--- src/rtl/core/qssm_pkg.sv ---
`timescale 1ns / 1ps
package qssm_pkg;

    // Field widths
    localparam int CMD_W    = 2;
    localparam int CNT_W    = 32;
    localparam int HALF_W   = 16;
    localparam int DRV_W    = 16;
    localparam int POS_W    = 48;
    localparam int DELTA_W  = 32;
    localparam int SPEED_W  = 32;
    localparam int TOTAL_W  = 40;
    localparam int GAIN_W   = 32;
    localparam int DZ_W     = 15;
    localparam int LIMIT_W  = 16;

    // Configuration port
    localparam int ADDR_W    = 5;
    localparam int DATA_W    = 32;
    localparam int REG_IDX_W = 3;

    localparam logic [REG_IDX_W-1:0] REG_INVERT = 3'd0;
    localparam logic [REG_IDX_W-1:0] REG_WIDE   = 3'd1;
    localparam logic [REG_IDX_W-1:0] REG_GAIN   = 3'd2;
    localparam logic [REG_IDX_W-1:0] REG_DZ     = 3'd3;
    localparam logic [REG_IDX_W-1:0] REG_LIMIT  = 3'd4;

    // Commands
    localparam logic [CMD_W-1:0] CMD_TICK    = 2'd0;
    localparam logic [CMD_W-1:0] CMD_CLEAR   = 2'd1;
    localparam logic [CMD_W-1:0] CMD_CAPTURE = 2'd2;

    // Reset values of the registers
    localparam logic              RST_INVERT = 1'b0;
    localparam logic              RST_WIDE   = 1'b1;
    localparam logic [GAIN_W-1:0] RST_GAIN   = '0;
    localparam logic [DZ_W-1:0]   RST_DZ     = '0;
    localparam logic [LIMIT_W-1:0] RST_LIMIT = 16'd250;

    localparam int WINDOW_TICKS_DEF = 25;

    // Stage loads for the speed pipeline
    typedef struct packed {
        logic ld_abs;
        logic ld_mul;
        logic ld_out;
    } t_spd_ctl;

endpackage

--- src/rtl/core/qssm_speed.sv ---
`timescale 1ns / 1ps
module qssm_speed (
    input  logic                                   i_clk,
    input  qssm_pkg::t_spd_ctl                     i_ctl,
    input  logic signed [qssm_pkg::TOTAL_W-1:0]    i_total,
    input  logic [qssm_pkg::GAIN_W-1:0]            i_gain,
    output logic signed [qssm_pkg::SPEED_W-1:0]    o_speed
);
    import qssm_pkg::*;

    localparam int LO_W  = 32;
    localparam int HI_W  = TOTAL_W - LO_W;
    localparam int PLO_W = LO_W + GAIN_W;
    localparam int PHI_W = HI_W + GAIN_W;
    localparam int Q_W   = PHI_W + 17;

    logic               r_neg_a;
    logic [TOTAL_W-1:0] r_mag;
    logic               r_neg_m;
    logic [PLO_W-1:0]   r_plo;
    logic [PHI_W-1:0]   r_phi;
    logic [Q_W-1:0]     q8;
    logic [SPEED_W-1:0] n_speed;

    // Magnitude of the window sum
    always_ff @(posedge i_clk) begin
        if (i_ctl.ld_abs) begin
            r_neg_a <= i_total[TOTAL_W-1];
            r_mag   <= i_total[TOTAL_W-1] ? (TOTAL_W'(0) - TOTAL_W'(i_total))
                                          : TOTAL_W'(i_total);
        end
    end

    // Split product: low 32 bits and high bits of the magnitude
    always_ff @(posedge i_clk) begin
        if (i_ctl.ld_mul) begin
            r_neg_m <= r_neg_a;
            r_plo   <= PLO_W'(r_mag[LO_W-1:0]) * PLO_W'(i_gain);
            r_phi   <= PHI_W'(r_mag[TOTAL_W-1:LO_W]) * PHI_W'(i_gain);
        end
    end

    always_comb begin
        q8 = {1'b0, r_phi, 16'b0} + Q_W'(r_plo[PLO_W-1:16]);
        if (r_neg_m) begin
            if (q8 >= Q_W'(64'h8000_0000)) begin
                n_speed = 32'h8000_0000;
            end else begin
                n_speed = SPEED_W'(0) - q8[SPEED_W-1:0];
            end
        end else begin
            if (q8 > Q_W'(64'h7FFF_FFFF)) begin
                n_speed = 32'h7FFF_FFFF;
            end else begin
                n_speed = q8[SPEED_W-1:0];
            end
        end
    end

    always_ff @(posedge i_clk) begin
        if (i_ctl.ld_out) begin
            o_speed <= n_speed;
        end
    end

endmodule

--- config.mk ---
export PLATFORM = sky130hd
export DESIGN_NAME = qssm_speed
export DESIGN_NICKNAME = d
export VERILOG_FILES = /design/src/rtl/core/qssm_pkg.sv /design/src/rtl/core/qssm_speed.sv
export SDC_FILE = /design/constraint.sdc
export NUM_CORES = 2
export LEC_CHECK = 0
export ABC_AREA = 0
export BUFFER_PORTS_ARGS = -buffer_cell sky130_fd_sc_hd__buf_2
export CAP_MARGIN = 10
export CORE_ASPECT_RATIO = 1.5
export CORE_MARGIN = 8
export CORE_UTILIZATION = 55
export DETAILED_ROUTE_END_ITERATION = 8
export GPL_TIMING_DRIVEN = 0
export PLACE_DENSITY = 0.71
export SLEW_MARGIN = 20
export SYNTH_ARGS = -nofsm -noshare
export SYNTH_HDL_FRONTEND = slang
export SYNTH_SLANG_ARGS = --single-unit
--- constraint.sdc ---
create_clock -name i_clk -period 13.8 [get_ports i_clk]
set_input_delay 3.45 -clock i_clk [delete_from_list [all_inputs] [get_ports i_clk]]
set_output_delay 3.45 -clock i_clk [all_outputs]
set_load 0.03 [all_outputs]
==> out/metrics.cfg <==
[global_route]
overflow=0
grt_pass1_wl_um=265100
use_met1_pct=41.41
met3_usage_pct=11.08
top_usage_layer=met2
grt_max_degree=65
antenna_found_initial=29
track_usage_pct=37.74
grt_pass1_vias=40830
use_met2_pct=60.53

[worst_setup_path]
crit_path_cell_trace=clkbuf_1 > and2_1 > fa_1 > fa_1 > inv_1 > fa_1 > fa_1 > inv_1 > fa_1 > fa_1 > fa_1 > fa_1 > ha_1 > nand4_1 > nor2_1 > a221oi_1 > o21a_1 > and3b_1 > a21oi_1 > o2111ai_1 > a311oi_1 > a41o_1 > a21oi_1 > xnor2_1
slowest_delay_ns=0.91
critical_path_class=in -> reg
cp_data_arrival_time_ns=12.92
end_kind=flip-flop
cp_common_cell=fa_1
critPathLaunchType=primary input
required_ns=14.09
crit_path_top_delay_cell=clkbuf_1
crit_fanout=10

[die]
fp.dieW_um=259.6
placementRows=134
io_pins=108
dieHeight_um=381.3
core_mm2=0.08852
dieArea_mm2=0.09898
start_util_pct=55.29

[placement]
dp.cells=6460
dpl.hpwl_um=150400
gp_congestion=1.078
port_buffers=77
placed_area_mm2=0.05084

[timing]
finalSetupViolations=0
fin_setup_tns_ns=0
slew_headroom_pct=12.50
hold_ws_ns=0.7027
rsz0062_at_grt=false
tightest_slew_ns=1.312
min_period_ns=12.64
fmax_ghz=0.07914
slew_viol_final=0
fin_skew_ns=0.02469
timing_hold_violations_final=0
fin_crit_sh_pct=91.56

[synth]
yosys-top-cells-area=fa_1 44%, edfxtp_1 9.9%, and2_1 9.4%
synth-main-ff-cell=edfxtp_1
ys_async_sr_fraction_pct=0
synth.top_cells.by_count=1076 x fa_1, 1056 x inv_1, 738 x and2_1, 631 x nand2_1, 355 x ha_1
ys_ff_latch=162
synth_top_cell_area_share_pct=44.01
syn_inst=5225
ys_seq_area_share_pct=9.940
synth_edf_count=162
synth.most_common_cell=fa_1
synth_cell_type_count=84
syn_nets=6732
avgSynthCellArea_um2=9.367
synth_area_mm2=0.04894
netlist.top_cell.by_area=fa_1
ys_warn_count=0

[cells_and_area]
finalNetCount=6830
drive_above_1_share_pct=2.980
area_growth_pct=5.236
fin_area_mm2=0.05150
seq_area_mm2=0.004865
nFillCells=7953
final_cells=6515
multi_input_area_mm2=0.03903

[cts]
cts_tree=built
cts_sinks=162
cts_buffers=17
cts_resized=0
hold_buffers=0
clk_pin_slew_ns=0.07
cts_setup_buffers=0
cts_root_buf=clkbuf_16
worstSkewPairLatency_ns=0.55
clk_path_buf_depth=2
htree_levels=4

[routing]
detail_route.wl_per_cell_um=28.18
drtIter0Drc=3226
drt_first_pass_iters=6
wirelength_um=183600
drcViolationCount=0
via_per_inst=5.922
num_vias=38580
route.antenna.remaining_nets=0

[min_path]
hold_class=reg -> reg

[run_status]
status=completed

[run]
drv_cap=0

area by class of cell:
| type | instances | share of cell area, % |
|---|---|---|
| multi-input combinational | 3725 | 75.78 |
| sequential | 162 | 9.445 |
| inverter | 1057 | 7.703 |
| tap | 1156 | 2.808 |
| buffer | 281 | 2.172 |
| clock buffer | 17 | 0.8260 |
| timing repair buffer | 79 | 0.8211 |
| clock inverter | 15 | 0.3328 |
| antenna | 23 | 0.1117 |
worst max-delay path: cells and delay by family:
family                     cells  cell delay (ns)
and+or+nand+nor                4             0.97
AOI/OAI and AO/OA              7             2.47
adders and majority gates      9             4.56
xor gates and xnor gates       1             0.40
buffers and inverters          3             1.04
cells by family (layout without fill, tap and decap cells):
family                   Yosys count  in the layout  share of synthesized area (%)
other                              0             23                              0
buffers and inverters           1338           1449                          10.34
XOR/XNOR                         129            129                          2.309
adder cells (fa/ha/maj)         1431           1431                          53.09
flip-flops                       162            162                          9.940
AND/OR/NAND/NOR                 1699           1699                          17.89
AO/OA/AOI/OAI                    459            459                          6.294
multiplexers                       7              7                         0.1457
state kept, by name (all words and copies together) (netlist names):
register,flops
r_mag,40
r_neg_a,1
o_speed,32
r_neg_m,1
r_plo,48
r_phi,40
placed cells by master (no fill, tap or decap), types with 6 or more instances in the layout:
cell type	netlist	routed
xnor2_1	103	103
or3_1	17	17
nor4_1	7	7
o21ai_1	10	10
xor2_1	26	26
and3_1	16	16
o21a_1	31	31
nand4_1	23	23
a211oi_1	23	23
fa_1	1076	1076
and4_1	7	7
or4_1	11	11
nor3_1	44	44
o22a_1	12	12
nor2_1	109	109
nor2b_1	20	20
clkbuf_1	273	252
nand2b_1	16	16
o22ai_1	12	12
o21bai_1	8	8
a21oi_1	122	122
o21ai_0	72	72
clkbuf_2	0	21
nand2_1	631	631
a21o_1	59	59
o31ai_1	11	11
inv_1	1056	1056
o211ai_1	6	6
clkbuf_16	0	17
ha_1	355	355
a31oi_1	20	20
mux2i_1	6	6
or2_2	6	6
nand3_1	35	35
diode_2	0	23
o41ai_1	7	7
and2_1	738	738
buf_2	2	78
edfxtp_1	162	162
layer usage:
| metal | vias to the layer above | wire length [um] |
|---|---|---|
| li1 | 16080 | - |
| met2 | 2260 | 84280 |
| met1 | 19470 | 60420 |
| met5 | - | 151 |
| met4 | 22 | 18850 |
| met3 | 751 | 19870 |
path summary, 6_finish.rpt:
kind                       start                    to  slack (ns)  cells past startpoint
max                   i_gain[10]   r_plo[55]$_DFFE_PP_        1.16                     24
min          r_plo[23]$_DFFE_PP_  o_speed[7]$_DFFE_PP_        0.70                      1
max reg2reg   r_mag[5]$_DFFE_PP_   r_plo[55]$_DFFE_PP_        3.39                     23
min reg2reg  r_plo[23]$_DFFE_PP_  o_speed[7]$_DFFE_PP_        0.70                      1
per-stage QoR:
stage / setup WS [ns] / util (%)
after floorplan: 3.103 / -
after global placement: 0.8925 / 57.36
after detailed placement: 0.9371 / 57.42
after global routing: 1.203 / 58.12
final: 1.164 / 58.18
after CTS: 1.481 / 58.10
Power is left out: the tool's default activity adds up to more than one toggle a clock period on the data nets, which glitch-free logic cannot reach.
