$ cat config.mk
export PLATFORM = sky130hd
export DESIGN_NAME = qssm_ram
export DESIGN_NICKNAME = d
export VERILOG_FILES = /design/src/rtl/core/qssm_ram.sv
export SDC_FILE = /design/constraint.sdc
export NUM_CORES = 1
export LEC_CHECK = 0
export ABC_AREA = 1
export BUFFER_PORTS_ARGS = -buffer_cell sky130_fd_sc_hd__buf_2
export CORE_AREA = 2 2 240 242
export DETAILED_ROUTE_END_ITERATION = 12
export DIE_AREA = 0 0 242 244
export PLACE_DENSITY_LB_ADDON = 0.12
export SLEW_MARGIN = 30
export SYNTH_ARGS = -nofsm -noshare
export SYNTH_HDL_FRONTEND = slang
export SYNTH_SLANG_ARGS = --single-unit
$ cat constraint.sdc
create_clock -name i_clk -period 5.3 [get_ports i_clk]
set_input_delay 0.265 -clock i_clk [delete_from_list [all_inputs] [get_ports i_clk]]
set_output_delay 0.265 -clock i_clk [all_outputs]
set_load 0.02 [all_outputs]
$ cat src/rtl/core/qssm_ram.sv
`timescale 1ns / 1ps
module qssm_ram #(
    parameter int WIDTH = 32,
    parameter int DEPTH = 25,
    localparam int AW = (DEPTH > 1) ? $clog2(DEPTH) : 1
) (
    input  logic             i_clk,
    input  logic             i_we,
    input  logic [AW-1:0]    i_waddr,
    input  logic [WIDTH-1:0] i_wdata,
    input  logic [AW-1:0]    i_raddr,
    output logic [WIDTH-1:0] o_rdata
);

    logic [WIDTH-1:0] r_mem [DEPTH];

    always_ff @(posedge i_clk) begin
        if (i_we) begin
            r_mem[i_waddr] <= i_wdata;
        end
        o_rdata <= r_mem[i_raddr];
    end

endmodule

==> results.cfg, run 1 <==
[clocking]
cts_resized = 0
root_buffer = clkbuf_16
clkSinkCount = 832
clockBufferDepth = 3
postCtsHoldBufs = 0
post_cts_buffers = 0
htree_levels = 3
cts.clk_slew.worst_paths_ps = 60
cts_tree = built
clock_latency_ps = 630
cts_buffers = 83

[worst_hold_path]
min_from = i_wdata[1]
holdCritPathClass = in2reg

[timing]
finalSetupViolCount = 0
finalHoldViolCount = 0
maxSlewHeadroom = 0.347
fin_crit_ps = 2430
final_max_slew_viol_count = 0
tightest_slew_ps = 978
clock.fmax_ghz = 0.412
fin_tns_setup_ps = 0
finalCritPeriodShare = 0.458
fin_worst_skew_ps = 18.7
rsz0062_at_grt = false

[synth]
ys_warn_count = 0
synth_area_leaders = edfxtp_1 (69%), nand2_1 (11%), nand3_1 (8.6%)
netlist_top_cells_count = nand2_1 (1015), edfxtp_1 (800), nand3_1 (599), inv_1 (428), buf_2 (77)
synth-async-reset-ratio = 0
yosysMostFrequentCell = nand2_1
ys_ff_latch = 832
syn-mean-instance-area_um2 = 11.0
syn-num-nets = 3219
synth_top_area_share = 0.690
synth_flop_cell = edfxtp_1
ys_types = 22
syn_area_um2 = 34800
synth_edf_count = 800
synthCells = 3175
ys_seq_area_frac = 0.708
synth_area_leader_cell = edfxtp_1

[drt]
drtPass1Iterations = 5
ant_nets = 0
viasPerCell = 5.67
vias = 22900
wl_per_cell_um = 22.3
drtIter0Drc = 2562
finalWirelength_um = 90100
route.detailed.drc = 0

[layout]
stdcell_count = 4044
nets = 3262
n_fill_cell = 4125
layout-drive-gt1-share = 0.0974
area_delta_synth_final_pct = 10.8
seq_area_um2 = 24700
multi_input_area_um2 = 7610

[setup_path]
r2r-start = r_mem[16][5]$_DFFE_PP_
cp_slowest_stage_delay_ps = 870
worst-endpoint-arrival_ps = 2940
setup.worst_path.class = in2reg
cp_top_family = buffers and inverters
cp_max_fo = 99
critPathMostFrequentCell = nand2_1
crit_start = i_raddr[1]
crit_path_start_kind = primary input
crit_slowest_cell = inv_6
end_kind = register
cp.required_ps = 5810
worstPathCellList = clkbuf_8 > inv_6 > buf_4 > nand3_1 > nand2_1 > nand2_1 > nand3_1 > nand2_1 > nand2_1 > nand2_1
critPathBufInv = 3

[global_routing]
antenna_found_initial = 6
grt_pass1_wl_um = 135000
grt_max_degree = 199
gr-usage-all-layers = 0.307
grt_pass1_vias = 22500
gr-total-overflow = 0

[place]
gp_congestion = 0.795
placed_cells_incl_taps = 3889
portBuffers = 75
dp.final_hpwl_um = 46600

[floorplan]
die_y_um = 244
core-area_um2 = 56200
start_util = 0.620
die_w_um = 242
floorplan.rows = 87
ios = 76
die-area_um2 = 59000

[status]
outcome = finished, final reports clean

[power_and_ir_drop]
p_sw_uw = 3080
power_uw = 14300
swShare = 0.216
p_int_uw = 11200
peakVddDrop_mv = 0.265
power_frac_comb = 0.059
powerDensity_nw_per_um2 = 369
leakage_uw = 0.0158
clockPowerShare = 0.426
seq_power_share = 0.515

[flow_run]
drv_cap = 0
==> logic make-up (layout without fill, tap and decap cells) <==
| group | after synthesis | in the layout | share of synthesized area |
|---|---|---|---|
| AOI/OAI and AO/OA | 4 | 4 | 0.000719 |
| other | 0 | 2 | 0 |
| and+or+nand+nor | 1738 | 1738 | 0.213 |
| buffers and inverters | 601 | 712 | 0.0782 |
| DFF | 832 | 832 | 0.708 |
==> worst paths after layout <==
kind,endpoint,slack (ps),cells after the start
worst max-delay path,o_rdata[6]$_DFF_P_,2870,10
worst min-delay path,r_mem[1][1]$_DFFE_PP_,80,1
worst max register to register,o_rdata[5]$_DFF_P_,3900,7
worst min register to register,o_rdata[29]$_DFF_P_,560,3
==> placed cells by master, fill, tap and decap left out, types with 2 or more instances in the layout <==
cell       instances
inv_1            428
buf_8              2
buf_12             3
clkbuf_1          26
clkinv_1           8
buf_4             44
diode_2            2
or2_2             45
buf_16             3
nor2_1            49
dfxtp_1           32
o21ai_0            2
buf_2             72
nand3b_1           2
clkbuf_16         89
clkbuf_8           8
o211ai_1           2
nand2_1         1015
or2_1              2
clkinv_2          12
nand3_1          599
bufinv_16         10
nor2_4            24
edfxtp_1         800
==> flip-flops by register name, indices dropped and copies added (netlist names) <==
register / cells
r_mem: 800
o_rdata: 32
==> metrics by stage <==
stage          instance area, um^2  hold WS, ps  utilization  worst slack [ps]
2_1_floorplan                34800          364            -              1240
3_3_place_gp                 35700          524        0.635              2450
3_5_place_dp                 35800          547        0.637              2430
4_1_cts                      38600         54.2        0.687              3070
5_1_grt                      38600         88.4        0.687              2730
6_report                     38600         83.0        0.687              2870
==> power by group through the flow <==
| stage | Sequential (uW) | Combinational (uW) | Clock (uW) |
|---|---|---|---|
| 2_1_floorplan | 7500 | 496 | 0 |
| 3_3_place_gp | 7480 | 811 | 0 |
| 3_5_place_dp | 7480 | 828 | 0 |
| 4_1_cts | 7340 | 833 | 6120 |
| 5_1_grt | 7350 | 918 | 6370 |
| 6_report | 7340 | 839 | 6070 |
==> layout make-up <==
type | instances | area share
antenna | 2 | 0.000130
clock inverter | 31 | 0.0104
multi-input combinational | 1742 | 0.197
clock buffer | 122 | 0.0627
tap | 756 | 0.0245
sequential | 832 | 0.639
inverter | 433 | 0.0427
timing repair buffer | 126 | 0.0230
==> layer usage <==
metal | share of wire | vias up | wire (um) | GRT usage
met3 | 0.093 | 200 | 8340 | 0.0533
met2 | 0.47 | 1141 | 42200 | 0.489
met5 | 0.00038 | - | 34 | 0
li1 | - | 10500 | - | -
met4 | 0.036 | 6 | 3260 | 0.127
met1 | 0.40 | 11000 | 36300 | 0.424
No activity file was read; power rests on OpenSTA's default activity.
==> run 2: changes to the inputs <==
CORE_AREA = 2 2 253 255   (was 2 2 240 242)
DIE_AREA = 0 0 255 257   (was 0 0 242 244)
clock period = 2.15 ns   (was 5.3 ns; I/O delays follow)
==> results.cfg, run 2 (synthesis gave the netlist of run 1 again) <==
[place]
pre_cts_ws_ps = 406
gp_congestion = 0.829
dp.final_hpwl_um = 50100
placed_area_um2 = 36500
portBuffers = 75

[setup_path]
worst-r2r-cell-count = 7
crit_path_start_kind = register
worst-endpoint-arrival_ps = 1360
cp_slowest_stage_delay_ps = 490
cp_max_fo = 1
cp_top_family = flip-flops
end_kind = output pin
crit_slowest_cell = dfxtp_1
crit_cells = 1
worstPathCellList = buf_2
setup.worst_path.class = reg2out
cp.required_ps = 2040
critPathBufInv = 1

[floorplan]
die-area_um2 = 65500
die_w_um = 255
floorplan.rows = 92
ios = 76
die_y_um = 257
core-area_um2 = 62700
start_util = 0.555

[timing]
finalSetupViolCount = 0
maxSlewHeadroom = 0.568
finalHoldViolCount = 0
final_max_slew_viol_count = 0
tightest_slew_ps = 648
fin_worst_skew_ps = 19.2
fin_tns_setup_ps = 0
fin_crit_ps = 1470
rsz0062_at_grt = false
clock.fmax_ghz = 0.681
finalCritPeriodShare = 0.683
fin_ws_ps = 683

[global_routing]
antenna_found_initial = 0
grt_pass1_wl_um = 133000
grt_max_degree = 108
gr-usage-all-layers = 0.273
grt_pass1_vias = 21900
gr-total-overflow = 0

[power_and_ir_drop]
power_uw = 34300
peakVddDrop_mv = 0.681
leakage_uw = 0.0160
powerDensity_nw_per_um2 = 870

[layout]
n_antenna_cell = 0
final_common_cell = nand2_1
nets = 3318
top_regs = r_mem (800), o_rdata (32)
mostFrequentLayoutCells = nand2_1 (1015), edfxtp_1 (800), nand3_1 (599)
top_register = r_mem
area_delta_synth_final_pct = 13.1
final_area_um2 = 39400
largest_register_ffs = 800
layout-drive-gt1-share = 0.106

[drt]
drtIter0Drc = 2331
viasPerCell = 5.44
wl_per_cell_um = 21.1
ant_nets = 0
drtPass1Iterations = 6
finalWirelength_um = 88400
vias = 22800
route.detailed.drc = 0

[clocking]
post_cts_buffers = 0
clkSinkCount = 832
cts.clk_slew.worst_paths_ps = 60
clockBufferDepth = 3
root_buffer = clkbuf_16
cts_resized = 0
cts_buffers = 84
htree_levels = 3
cts_tree = built
clock_latency_ps = 630

[worst_hold_path]
holdPathStages = 1
holdCritPathClass = in2reg

[flow_run]
drv_cap = 0

[status]
outcome = finished, final reports clean
[run 2: worst paths after layout]
| kind | startpoint | endpoint | slack, ps |
|---|---|---|---|
| worst max-delay path | o_rdata[22]$_DFF_P_ | o_rdata[22] | 680 |
| worst min-delay path | i_wdata[6] | r_mem[18][6]$_DFFE_PP_ | 20 |
| worst min register to register | r_mem[24][19]$_DFFE_PP_ | o_rdata[19]$_DFF_P_ | 570 |
| worst max register to register | r_mem[16][1]$_DFFE_PP_ | o_rdata[1]$_DFF_P_ | 710 |
[run 2: per-layer routing]
layer / wire length [um] / vias to the layer above / global-route usage
li1: - / 10600 / -
met1: 37700 / 11100 / 0.384
met2: 42200 / 886 / 0.444
met3: 6350 / 147 / 0.0379
met4: 2160 / 0 / 0.0817
met5: 0 / - / 0
[run 2: what timing repair did]
item / in CTS / in global routing
endpoints found under the setup margin: 0 / 0
hold buffers: 23 / 0
endpoints found under the hold margin: 503 / 0
[run 2: per-stage QoR]
step,hold slack (ps),cells,util
floorplan,206,3175,-
global placement,525,4011,0.582
detailed placement,524,4011,0.582
CTS,7.35,4190,0.628
global route,30.9,4190,0.628
finish,22.0,4190,0.628
[run 2: cell type report]
class                           count  area [um^2]
Clock buffer                      105         2260
Tap cell                          846         1060
Timing Repair Buffer              181         1770
Inverter                          433         1650
Sequential cell                   832        24700
Clock inverter                     51          344
Multi-Input combinational cell   1742         7620
Fill cell                        4871        23400
[run 2: power breakdown]
| part | total, uW | switching [uW] | internal [uW] |
|---|---|---|---|
| logic | 2270 | 1640 | 634 |
| clock network | 13900 | 6040 | 7830 |
| registers | 18100 | 94.6 | 18000 |
==> run 3: changes to the inputs <==
clock period = 1.2 ns   (was 2.15 ns; I/O delays follow)
==> results.cfg, run 3 (synthesis gave the netlist of run 1 again) <==
[setup_path]
crit_path_start_kind = register
timing.rr.end = o_rdata[29]$_DFF_P_
cp_max_fo = 1
rrSetupSlack_ps = 30
crit_slowest_cell = dfxtp_4
worst-r2r-cell-count = 7
endpoint = o_rdata[10]
crit_cells = 1
r2r-start = r_mem[16][29]$_DFFE_PP_
end_kind = output pin
crit_start = o_rdata[10]$_DFF_P_
setup.worst_path.class = reg2out
worstPathCellList = buf_6
critPathBufInv = 1
cp_slowest_stage_delay_ps = 410
cp.required_ps = 1140
cp_top_family = flip-flops
worst-endpoint-arrival_ps = 1180

[layout]
largest_register_ffs = 800
layout-drive-gt1-share = 0.170
area_delta_synth_final_pct = 20.8
top_register = r_mem
final_area_um2 = 42000
final_common_cell = nand2_1
nets = 3471
top_regs = r_mem (800), o_rdata (32)
mostFrequentLayoutCells = nand2_1 (996), edfxtp_1 (800), nand3_1 (554)

[place]
dp.final_hpwl_um = 55000
placed_area_um2 = 38300
portBuffers = 75
gp_congestion = 0.846

[timing]
fin_crit_ps = 1240
maxSlewHeadroom = 0.634
finalHoldViolCount = 0
clock.fmax_ghz = 0.808
fin_worst_skew_ps = 19.6
rsz0062_at_grt = true
fin_tns_setup_ps = -132
finalCritPeriodShare = 1.03
finalSetupViolCount = 6
fin_ws_ps = -37.8
tightest_slew_ps = 548
final_max_slew_viol_count = 0

[power_and_ir_drop]
powerDensity_nw_per_um2 = 1550
leakage_uw = 0.0173
peakVddDrop_mv = 1.27

[clocking]
root_buffer = clkbuf_16
clockBufferDepth = 3
post_cts_buffers = 0
clock_latency_ps = 630
cts.clk_slew.worst_paths_ps = 60
cts_tree = built
htree_levels = 3
cts_buffers = 86
clkSinkCount = 832

[global_routing]
grt_max_degree = 48
gr-total-overflow = 0
grt_pass1_wl_um = 138000
antenna_found_initial = 0
gr-usage-all-layers = 0.285
grt_pass1_vias = 22800

[flow_run]
drv_cap = 0

[drt]
wl_per_cell_um = 21.2
ant_nets = 0
drtIter0Drc = 2364
drtPass1Iterations = 5
route.detailed.drc = 0
viasPerCell = 5.40
finalWirelength_um = 92100
vias = 23500

[floorplan]
die_y_um = 257
die-area_um2 = 65500
core-area_um2 = 62700
start_util = 0.555
ios = 76
floorplan.rows = 92
die_w_um = 255

[status]
violations = setup timing
outcome = finished, violations left

[worst_hold_path]
holdCritPathClass = in2reg
min_from = i_we
holdPathStages = 4
==> run 3: cell types whose count changed in the layout (fill, tap and decap cells not counted), sizes merged <==
cell / before / now
clkbuf: 105 / 102
dlygate4sd3: 23 / 34
buf: 158 / 298
clkinvlp: 3 / 7
diode: 0 / 2
inv: 436 / 430
bufinv: 3 / 14
clkinv: 42 / 37
==> run 3: power breakdown <==
part | total [uW] | switching [uW] | internal, uW | leakage (uW)
Combinational | 4670 | 2980 | 1690 | 0.00832
Clock | 27900 | 11100 | 16800 | 0.00145
Sequential | 32500 | 211 | 32300 | 0.00748
==> run 3: worst min path at each step <==
stage | end
CTS | r_mem[24][2]$_DFFE_PP_
floorplan | r_mem[0][0]$_DFFE_PP_
finish | r_mem[24][2]$_DFFE_PP_
detailed placement | o_rdata[19]
global route | r_mem[24][2]$_DFFE_PP_
global placement | o_rdata[19]
==> run 3: area by class of cell <==
type,instances,area [um^2]
fill,4594,20700
antenna,2,5.00
clock inverter,55,646
sequential,832,24700
clock buffer,102,2320
tap,846,1060
multi-input combinational,1742,8000
inverter,433,1660
timing repair buffer,332,3650
==> run 3: timing repair <==
action / CTS / global route
hold endpoints to repair: 809 / 0
pin swaps: 1 / 23
endpoints found under the setup margin: 28 / 38
resized for setup: 80 / 70
hold buffers: 34 / 0
==> run 3: per-layer routing <==
layer | global-route usage | part of all wire | up-vias
met4 | 0.0851 | 0.026 | 0
met1 | 0.399 | 0.41 | 11400
li1 | - | - | 11000
met5 | 0 | 0 | -
met2 | 0.464 | 0.49 | 964
met3 | 0.0436 | 0.074 | 163
==> run 3: per-stage QoR <==
step	total power (uW)	setup WS (ps)	hold WS, ps	util	std cells
after floorplan	35400	-662	159	-	3175
after global placement	37300	-243	479	0.610	4151
after detailed placement	37400	-283	475	0.610	4151
after CTS	65300	-52.8	81.7	0.666	4342
after global routing	67000	-72.8	92.4	0.670	4342
final	65000	-37.8	95.8	0.670	4344
